<file path="config.mk">
export PLATFORM = sky130hd
export DESIGN_NAME = ptk_ram
export DESIGN_NICKNAME = d
export VERILOG_FILES = /design/src/sv/ptk_ram.sv
export SDC_FILE = /design/constraint.sdc
export NUM_CORES = 1
export LEC_CHECK = 0
export ABC_AREA = 1
export ABC_CLOCK_PERIOD_IN_PS = 1760
export BUFFER_PORTS_ARGS = -buffer_cell sky130_fd_sc_hd__buf_2
export CAP_MARGIN = 20
export CORE_AREA = 2 2 102 104
export CTS_CLUSTER_DIAMETER = 30
export DETAILED_ROUTE_END_ITERATION = 8
export DIE_AREA = 0 0 104 106
export PLACE_DENSITY = 0.76
export SYNTH_ARGS = -nofsm -noshare
export SYNTH_HDL_FRONTEND = slang
export SYNTH_SLANG_ARGS = --single-unit
</file>
<file path="constraint.sdc">
create_clock -name clock -period 1.76 [get_ports clock]
set_input_delay 0.264 -clock clock [delete_from_list [all_inputs] [get_ports clock]]
set_output_delay 0.264 -clock clock [all_outputs]
set_load 0.05 [all_outputs]
</file>
<file path="src/sv/ptk_ram.sv">
// generic single-port-write, single-port-read ram with registered read
module ptk_ram #(
   parameter int WIDTH = 8,
   parameter int DEPTH = 16
) (
   input  logic                     clock,
   input  logic                     wr_en,
   input  logic [$clog2(DEPTH)-1:0] wr_addr,
   input  logic [WIDTH-1:0]         wr_data,
   input  logic [$clog2(DEPTH)-1:0] rd_addr,
   output logic [WIDTH-1:0]         rd_data
);

   logic [WIDTH-1:0] mem [DEPTH];
   logic [WIDTH-1:0] rd_data_ff;

   always_ff @(posedge clock) begin
      if (wr_en) begin
         mem[wr_addr] <= wr_data;
      end
      rd_data_ff <= mem[rd_addr];
   end

   assign rd_data = rd_data_ff;

endmodule

</file>
### Yosys cells after proc, flatten, opt, wreduce, memory -nomap -nowiden

Memory sizes are Yosys's and may differ from the RTL's. A register that Yosys moved wholly into a read port is not among the register bits.
Index checks and enable logic that the tools add are counted.

| cells by class | value |
|---|---|
| muxes and demuxes | 2 |

Operators by type and width:

| kind | count |
|---|---|
| $mux 1 | 2 |

| storage, ports and cells | value |
|---|---|
| memory bits (writable) | 128 |
| input port bits | 18 |
| word-level logic and storage cells | 3 |
| memories kept | 1 |
| output and inout bits | 8 |
| register bits | 0 |

Memory list:

| memory | words | width | rd ports | clocked after memory_dff | wr ports | line | RTL |
|---|---|---|---|---|---|---|---|
| mem | 16 | 8 | 1 | 1 | 1 | 14 | `logic [WIDTH-1:0] mem [DEPTH];` |

### Logic depth before layout (Yosys ltp)

| depth | value |
|---|---|
| depth in word-level cells | 2 |
| mapped depth | 8 |
| mapped depth without buffers | 7 |

### Worst setup path before layout

Ideal clock, no wire load.

| timing | value |
|---|---|
| path kind | in2reg |
| start point | in wr_addr[2] |
| end point | mem mem[10][0] (enable) |
| arrival time | 0.845 ns |
| library setup time | 0.370 ns |
| slack | 0.545 ns |
| cell stages on the path | 2 |
| path through | nand3b_1 -> nor2_1 |

RTL lines:

| item | line | RTL |
|---|---|---|
| start, declared | 8 | `input logic [$clog2(DEPTH)-1:0] wr_addr,` |
| end, declared | 14 |  |

No word-level cell before the write port.

### Final worst setup path

| timing | value |
|---|---|
| start point | reg rd_data_ff[6] (netlist: rd_data[6]) (read register of mem) |
| end point | out rd_data[6] |

RTL lines:

| item | line | RTL |
|---|---|---|
| start, declared | 15 | `logic [WIDTH-1:0] rd_data_ff;` |
| end, declared | 11 | `output logic [WIDTH-1:0] rd_data` |

No word-level cell between the ends.

==> impl_metrics.csv <==
group,metric,value,unit
yosys,synth-simple-area-share,21.0,%
routing,dr.pass1.iters,5,
routing,routed_via_density,5.31,
placed_design,gp_congestion,0.819,
yosys,synth_xor_area_share,0,%
routing,wl_per_cell,17.3,um
clock_tree,clock_sink_count,136,
clock_tree,post-cts-setup-buffers,0,
timing,fin_crit,1.45,ns
clock_tree,root_buffer,"clkbuf_8",
power,leakagePower,2.96,nW
routing,post-route-drc-count,0,
die,start_util,57.7,%
clock_tree,cts_max_path_buffers,2,
yosys,syn_area_per_cell,10.5,sq um
die,rows,37,
critical_path,endpoint_kind,"primary output",
die,ios,26,
routing,vias,3935,
critical_path,worstSetupStartpointType,"register",
die,die_h,106,um
yosys,ys_seq_elements,136,
routing,totalWireLength,12800,um
routing,drt_iter0_markers,458,
critical_path,crit_chain,"buf_2",
timing,setup_tns,0,ns
yosys,postSynthCellCount,551,
critical_path,cp_max_fo,1,
die,die_w,104,um
yosys,mappedNetlistArea,5770,sq um
timing,setup_viol,0,
yosys,yosysWarnings,0,
die,coreArea,10000,sq um
timing,slew_headroom,62.2,%
critical_path,slowest_delay,0.38,ns
global_route,grt_max_degree,65,
critical_path,cp_num_buf_inv,1,
critical_path,crit_arrival,1.18,ns
timing,period_share,82.1,%
clock_tree,htreeDepth,4,
critical_path,crit_family,"flip-flops",
placed_design,hpwlAfterDp,7550,um
yosys,synth.area.mux_share,0,%
clock_tree,numCtsBuffers,17,
timing,worst_pin_slew,0.566,ns
yosys,synthesis.nets,569,
yosys,synth_compound_area_share,0,%
die,die-area,11000,sq um
timing,rsz0062_at_grt,"no",
final_layout,drive_gt1_share,13.2,%
global_route,track_usage,25.0,%
power,ir_drop,0.000689,V
yosys,seq_area_frac_synth,69.4,%
final_layout,antenna_cells,0,
timing,slew_viol_final,0,
clock_tree,cts_tree,"built",
global_route,grt_overflow_total,0,
final_layout,stdcell_area,6730,sq um
critical_path,cp.required,1.50,ns
placed_design,portBuffers,25,
timing,fmax,692,MHz
final_layout,area_growth,16.7,%
timing,hold_viol,0,
placed_design,dpl-instance-area,6090,sq um
job,drv_cap,0,
yosys,synthAdderAreaFrac,0,%
global_route,antenna_found_initial,0,
clock_tree,clk_latency,0.52,ns
clock_tree,cts.clk_slew.worst_paths,0.06,ns
final_layout,num-nets-final,610,
clock_tree,cts_resized,0,
yosys,synth_cell_types,12,
routing,ant_nets,0,
critical_path,slowest_stage,"dfxtp_1",
power,powerDensity,1180,nW/um^2
yosys,synth_top_family_by_area,"simple AND/OR/NAND/NOR gates",
worst_hold_path,hold_path.class,"in2reg",
timing,skew,0.00583,ns
global_route,grt_pass1_wl,20300,um
clock_tree,cts_hold_buffers,0,
global_route,grt_pass1_vias,3711,
critical_path,critical_path_class,"reg2out",
outcome,status,"finished clean",
-- final cells by class --
cell class	instances	area [sq um]
flip-flops and latches	136	4000
inverters	102	383
repair buffers	46	320
well taps	136	170
multi-input cells	289	1210
fillers	754	3270
clock inverters	13	200
clock buffers	19	442
-- metal layers --
metal	up-vias	track usage [%]	routed length, um
li1	1860	-	-
met1	1865	34.7	5420
met2	191	37.8	6080
met3	19	6.74	1040
met4	0	10.2	307
met5	-	0	0
-- cell usage after synthesis (all sizes together) --
cell | count | area share (%)
nand2 | 173 | 11
dfxtp | 8 | 2.8
nand3b | 2 | 0.26
inv | 102 | 6.6
buf | 24 | 2.9
nand3 | 97 | 8.4
nor2 | 17 | 1.1
edfxtp | 128 | 67
-- state kept, by name, indices dropped and copies added, names as in the netlist --
name and cells:
rd_data 8, mem 128
-- cells by family (layout without fill, tap and decap cells) --
family,after synthesis,after routing
AND/OR/NAND/NOR,289,289
flip-flops,136,136
buffers and inverters,126,180
-- layout by cell type (no fill, tap or decap) --
cell,synthesis,final
bufinv_16,0,5
nand3b_1,2,2
clkbuf_8,0,3
nor2_1,17,17
clkbuf_16,0,16
clkinv_2,0,5
buf_12,0,3
nand2_1,173,173
edfxtp_1,128,128
dfxtp_1,8,8
inv_1,100,100
inv_2,2,2
buf_2,13,25
buf_4,4,18
clkinvlp_4,0,1
nand3_1,97,97
clkinv_4,0,2
-- stage by stage --
stage	setup slack (ns)	utilization, %	instances	power (W)	hold WS [ns]
final	0.315	67.3	741	0.00795	0.108
after global routing	0.284	67.3	741	0.00817	0.139
after CTS	0.306	67.3	741	0.00797	0.0940
after detailed placement	0.377	60.9	709	0.00422	0.638
after global placement	0.409	60.9	709	0.00421	0.635
after floorplan	0.545	-	551	0.00404	0.363
-- worst register-to-register path, cell delays in order (launching register included) --
cell and delay, ns:
edfxtp_1 0.36, inv_1 0.07, nand2_1 0.05, nand3_1 0.12, nand3_1 0.10, nand3_1 0.16
nand2_1 0.09
-- power by group --
| group | switching (W) | internal, W |
|---|---|---|
| combinational | 0.000384 | 0.000135 |
| clock | 0.00128 | 0.00251 |
| sequential | 0.0000228 | 0.00362 |
-- final timing paths --
check,startpoint,to,slack [ns],depth (start not counted)
min reg2reg,mem[2][1],rd_data[1],0.67,6
max,rd_data[6],rd_data[6],0.31,1
min,rd_addr[3],rd_data[7],0.11,3
max reg2reg,mem[10][5],rd_data[5],0.69,6
Power figures use the tool's default switching activity.
