`src/sv/ptk_div.sv`:
```
// restoring divider, 64-bit dividend by 32-bit divisor, one bit a cycle
module ptk_div (
   input  logic        clock,
   input  logic        reset,
   input  logic        start,
   input  logic [63:0] dividend,
   input  logic [31:0] divisor,
   output logic        done,
   output logic [31:0] quotient
);

   logic [31:0] rem_ff, rem_in;
   logic [63:0] quo_ff, quo_in;
   logic [31:0] dsr_ff, dsr_in;
   logic [5:0]  cnt_ff, cnt_in;
   logic        busy_ff, busy_in;
   logic        done_ff, done_in;
   logic [32:0] trial;

   always_comb begin
      rem_in  = rem_ff;
      quo_in  = quo_ff;
      dsr_in  = dsr_ff;
      cnt_in  = cnt_ff;
      busy_in = busy_ff;
      done_in = 1'b0;
      trial   = {rem_ff, quo_ff[63]};
      if (start) begin
         rem_in  = '0;
         quo_in  = dividend;
         dsr_in  = divisor;
         cnt_in  = '0;
         busy_in = 1'b1;
      end else if (busy_ff) begin
         if (trial >= {1'b0, dsr_ff}) begin
            rem_in = 32'(trial - {1'b0, dsr_ff});
            quo_in = {quo_ff[62:0], 1'b1};
         end else begin
            rem_in = trial[31:0];
            quo_in = {quo_ff[62:0], 1'b0};
         end
         cnt_in = cnt_ff + 6'd1;
         if (cnt_ff == 6'd63) begin
            busy_in = 1'b0;
            done_in = 1'b1;
         end
      end
   end

   always_ff @(posedge clock) begin
      rem_ff <= rem_in;
      quo_ff <= quo_in;
      dsr_ff <= dsr_in;
      cnt_ff <= cnt_in;
      if (reset) begin
         busy_ff <= 1'b0;
         done_ff <= 1'b0;
      end else begin
         busy_ff <= busy_in;
         done_ff <= done_in;
      end
   end

   assign done     = done_ff;
   assign quotient = quo_ff[31:0];

endmodule

```
`config.mk`:
```
export PLATFORM = sky130hd
export DESIGN_NAME = ptk_div
export DESIGN_NICKNAME = d
export VERILOG_FILES = /design/src/sv/ptk_div.sv
export SDC_FILE = /design/constraint.sdc
export NUM_CORES = 1
export LEC_CHECK = 0
export BUFFER_PORTS_ARGS = -buffer_cell sky130_fd_sc_hd__buf_2
export CORE_MARGIN = 3
export CORE_UTILIZATION = 40
export CTS_BUF_LIST = sky130_fd_sc_hd__clkbuf_4
export DETAILED_ROUTE_END_ITERATION = 8
export MAX_ROUTING_LAYER = met4
export PLACE_DENSITY = 0.6
export SKIP_LAST_GASP = 1
export SYNTH_ARGS = -nofsm -noshare
export SYNTH_HDL_FRONTEND = slang
export SYNTH_SLANG_ARGS = --single-unit
```
`constraint.sdc`:
```
create_clock -name clock -period 3.61 [get_ports clock]
set_input_delay 0.722 -clock clock [delete_from_list [all_inputs] [get_ports clock]]
set_output_delay 0.722 -clock clock [all_outputs]
set_load 0.02 [all_outputs]
```
== Word level (Yosys, flattened, before mapping) ==
Cells that the tools add are included.
Storage, ports and cells
  latch bits: 0
  flip-flop bits (word level): 136
  memories kept: 0
  RAM bits: 0
  word-level logic and storage cells: 21
  memory bits (read-only): 0
Operators by class
  $add $sub $neg: 2
  bitwise logic cells: 1
  shift operators: 0
  divide/modulo/power cells: 0
  order comparisons: 1
  multiply operators: 0
  reduce and logical (&&, ||, !) cells: 2
  multiplexer cells: 8
  equal/unequal tests: 1
Operator list (number)
  64-bit 2-to-1 mux: 2
  33-bit by 32-bit >= comparator with 1-bit output: 1
  32-bit 2-to-1 mux: 1
  32-bit subtractor: 1
  6-bit by 1-bit adder with 6-bit output, second input constant: 1
  6-bit == test, second input constant: 1
  1-bit 2-to-1 mux: 5
  3-bit OR reduction: 1
  2-bit nonzero test: 1
  1-bit inverter: 1

== Depth between registers and ports, before layout ==
  word-level depth: 4
  gate-level depth with buffers: 12
  gate-level depth less buffers: 11

== Worst setup path after synthesis ==
Ideal clock, no wire load.
  path type: register -> register
  start: register dsr_ff[16]
  end: register rem_ff[27]
  cell stages (with the launch flop): 12
  arrival time: 2470 ps
  setup time: 88 ps
  slack: 1052 ps
  path buffers: 1
  cell sequence: edfxtp_1 > inv_1 > ha_1 > buf_2 > a211oi_1 > nor2_1 > o41a_1 > a21oi_1 > a21boi_1 > mux2i_1 > or4_1 > a311oi_2
On the way
  longest elaborated chain between the ends: 2
Ends and longest elaborated chain
  start, declared: line 14  | logic [31:0] dsr_ff, dsr_in;
  start signal, assigned: line 53  | dsr_ff <= dsr_in;
  32-bit subtractor or 33-bit by 32-bit >= comparator with 1-bit output (tied branches): line 36, 35
  32-bit 2-to-1 mux *: line 35  | if (trial >= {1'b0, dsr_ff}) begin
  end signal, assigned: line 51  | rem_ff <= rem_in;
  end, declared: line 12  | logic [31:0] rem_ff, rem_in;
Every way passes the cells marked *; elsewhere a longest branch is shown, timed or not.
A chain may end at the register's enable or synchronous reset.

== Worst setup path in the final report ==
  start: register dsr_ff[14]
  end: register rem_ff[29]
Same word-level chain as after synthesis.

==> metrics.txt <==
largest net degree at the start of global routing 70; CTS Buf Count 17; vias in the first global route 5337; Fmax achieved 0.3141 GHz; Worst Reg-to-Reg Cells 10; CP max stage cell a31o_2; final critical-path required period 3.184 ns; dominant synthesized flop cell edfxtp_1; max incr delay on CP 0.73 ns; io pins 132; flop2flop setup slack 0.43 ns; Yosys cell types 62; Leak 0.003470 uW; Syn Inst Count 685; Crit Path Max Fanout 30; dominant cell type by area after synthesis edfxtp_1; final worst slack 0.4264 ns; post-synth top area share 37.95%; Fill cells 1721; # Max-Cap Violations 0; Post-Syn Nets 818; port bufs 131; initial core utilization 41.44%; Final nets 909; final setup violating endpoints 0; die height 143.8 um; status finished, final reports clean; Seq/Total Area, Yosys 48.49%; worst setup path end rem_ff[29]; path type of the worst setup path flip-flop to flip-flop; Slew headroom 36.35%; synth warn 0; Max Clock Skew 0.02144 ns; Max Slew Vio Count 0; final setup TNS 0 ns; wire per inst 16.14 um; Setup crit start dsr_ff[14]; crit start category flip-flop; antenna violation net count after detailed routing 0; Final Cycle Share 88.19%; Via Count 5400; Post-Syn Area 7596 um2; Area Overhead vs Synth 12.24%; CTS tree yes; drt via density 5.294; hold buffers post-CTS 0; Post-synth ARST share 0%; WL final 16470 um; Hold Crit Class primary input to flip-flop; clock root cell clkbuf_4; VDD IR max 0.0002194 V; RSZ-0062 raised after global routing no; GRT Overall Usage 16.41%; worst slew pin tran 0.9548 ns; H-tree depth 4; Rows 49; fraction of layout cells with a size suffix above 1 31.43%; Post-CTS Setup Inserts 0; Worst EP required 4.07 ns; HPWL Detailed 11820 um; core region area 18330 um2; global-route wire length before repair 26540 um; total grt overflow 0; antenna violations before repair 1; Critical Path End Type flip-flop; CTS resizes 0; ranking of synthesized cells by area edfxtp_1 (38%), dfxtp_1 (11%), mux2_2 (9.5%); Power Density 459.0 nW/um2; CP arrival 3.64 ns; Place WS 0.4703 ns; final hold vios 0; critical-path cell list inv_1 -> ha_1 -> nand4_1 -> nor4_2 -> a41oi_1 -> o21ai_0 -> a211o_1 -> a31o_2 -> o311ai_1 -> a311oi_1; worst path bufs/invs 1; critical path depth 10; 1st-iter DRT viols 421; Die Width 143.8 um; Worst-Skew Late Latency 0.55 ns; # DRC 0; reg-to-reg startpoint dsr_ff[14]; die area 20680 um2; Pre-Repair DR Iteration Count 4; CTS Sinks 136; kind of cell adding the most delay to the critical path compound AO/OA/AOI/OAI gates; Worst-path clk slew 0.14 ns; clock tree buffer depth 2; syn avg cell area 11.09 um2; final hold slack 0.3361 ns; #FFs+latches synth 136; EDFF count, synth 96; RR Endpoint rem_ff[29]; Placer Congestion 0.9265
[per-layer routing]
metal	part of all wire (%)	global-route usage (%)	up-vias
met1	46	21.65	2600
met4	0.60	3.865	0
met5	0	-	-
met2	50	25.38	108
met3	4.0	4.426	9
li1	-	-	2683
[per-stage QoR]
stage	instance area (um2)	cells	utilization, %	total power (uW)
finish	8526	1020	46.51	3913
floorplan	7596	685	-	2669
detailed placement	8212	986	44.80	2872
CTS	8521	1018	46.48	3956
global placement	8212	986	44.80	2850
global route	8526	1020	46.51	4145
[how the worst min path moves through the flow]
| stage | to | start | slack [ns] | depth (start not counted) |
|---|---|---|---|---|
| finish | dsr_ff[13] | divisor[13] | 0.34 | 1 |
| CTS | dsr_ff[13] | divisor[13] | 0.28 | 1 |
| global placement | cnt_ff[5] | cnt_ff[5] | 0.47 | 2 |
| detailed placement | rem_ff[31] | rem_ff[31] | 0.48 | 2 |
| global route | dsr_ff[15] | divisor[15] | 0.27 | 1 |
| floorplan | cnt_ff[5] | cnt_ff[5] | 0.46 | 2 |
[logic make-up (layout without fill, tap and decap cells)]
| kind of cell | after synthesis | in the layout | share of synthesized area, % |
|---|---|---|---|
| and+or+nand+nor | 150 | 150 | 9.850 |
| AOI/OAI and AO/OA | 146 | 146 | 13.11 |
| DFF | 136 | 136 | 48.49 |
| buffers and inverters | 103 | 207 | 6.984 |
| muxes | 87 | 87 | 12.52 |
| adders and majority gates | 34 | 34 | 5.699 |
| xor gates and xnor gates | 29 | 29 | 3.344 |
| other | 0 | 2 | 0 |
[cell usage after synthesis (10+ instances only)]
cell type  number
a211oi_1       23
a21o_1         11
a21oi_1        38
buf_2          10
buf_4          33
clkbuf_1       20
dfxtp_1        40
edfxtp_1       96
ha_1           33
inv_1          38
mux2_2         64
mux2i_1        23
nand2_1        30
nor2_1         59
o21ai_0        19
xnor2_1        17
xor2_1         12
[state kept, by name, indices dropped and copies added (netlist names)]
signal,count
rem_ff,32
busy_ff,1
cnt_ff,6
dsr_ff,32
quo_ff,64
done,1
[worst reg2reg max path, cell delays in order (launching register included)]
cell,delay (ns)
edfxtp_1,0.35
inv_1,0.04
ha_1,0.43
nand4_1,0.19
nor4_2,0.34
a41oi_1,0.17
o21ai_0,0.11
a211o_1,0.17
a31o_2,0.73
o311ai_1,0.24
a311oi_1,0.32
[power breakdown]
group | internal, uW | switching, uW | leakage [uW]
logic | 402 | 529 | 0.00202
registers | 1840 | 76.4 | 0.00129
clock network | 387 | 683 | 0.000164
[cells in the final DEF, fill, tap and decap left out, drive strengths merged, types with 25 or more instances in the layout]
master  Yosys  layout
a21oi      38      38
buf        45     137
dfxtp      40      40
edfxtp     96      96
ha         33      33
inv        38      46
mux2       64      64
nand2      30      30
nor2       59      59
o21ai      25      25
[area by class of cell]
cell class | instances | area (um2) | share of cell area, %
multi-input combinational | 446 | 3382 | 39.67
inverter | 38 | 142.6 | 1.673
clock inverter | 15 | 181.4 | 2.128
clock buffer | 17 | 127.6 | 1.497
sequential | 136 | 3685 | 43.22
timing repair buffer | 137 | 715.7 | 8.394
tap | 229 | 286.5 | 3.361
antenna | 2 | 5.005 | 0.05870
Power figures use the tool's default switching activity.
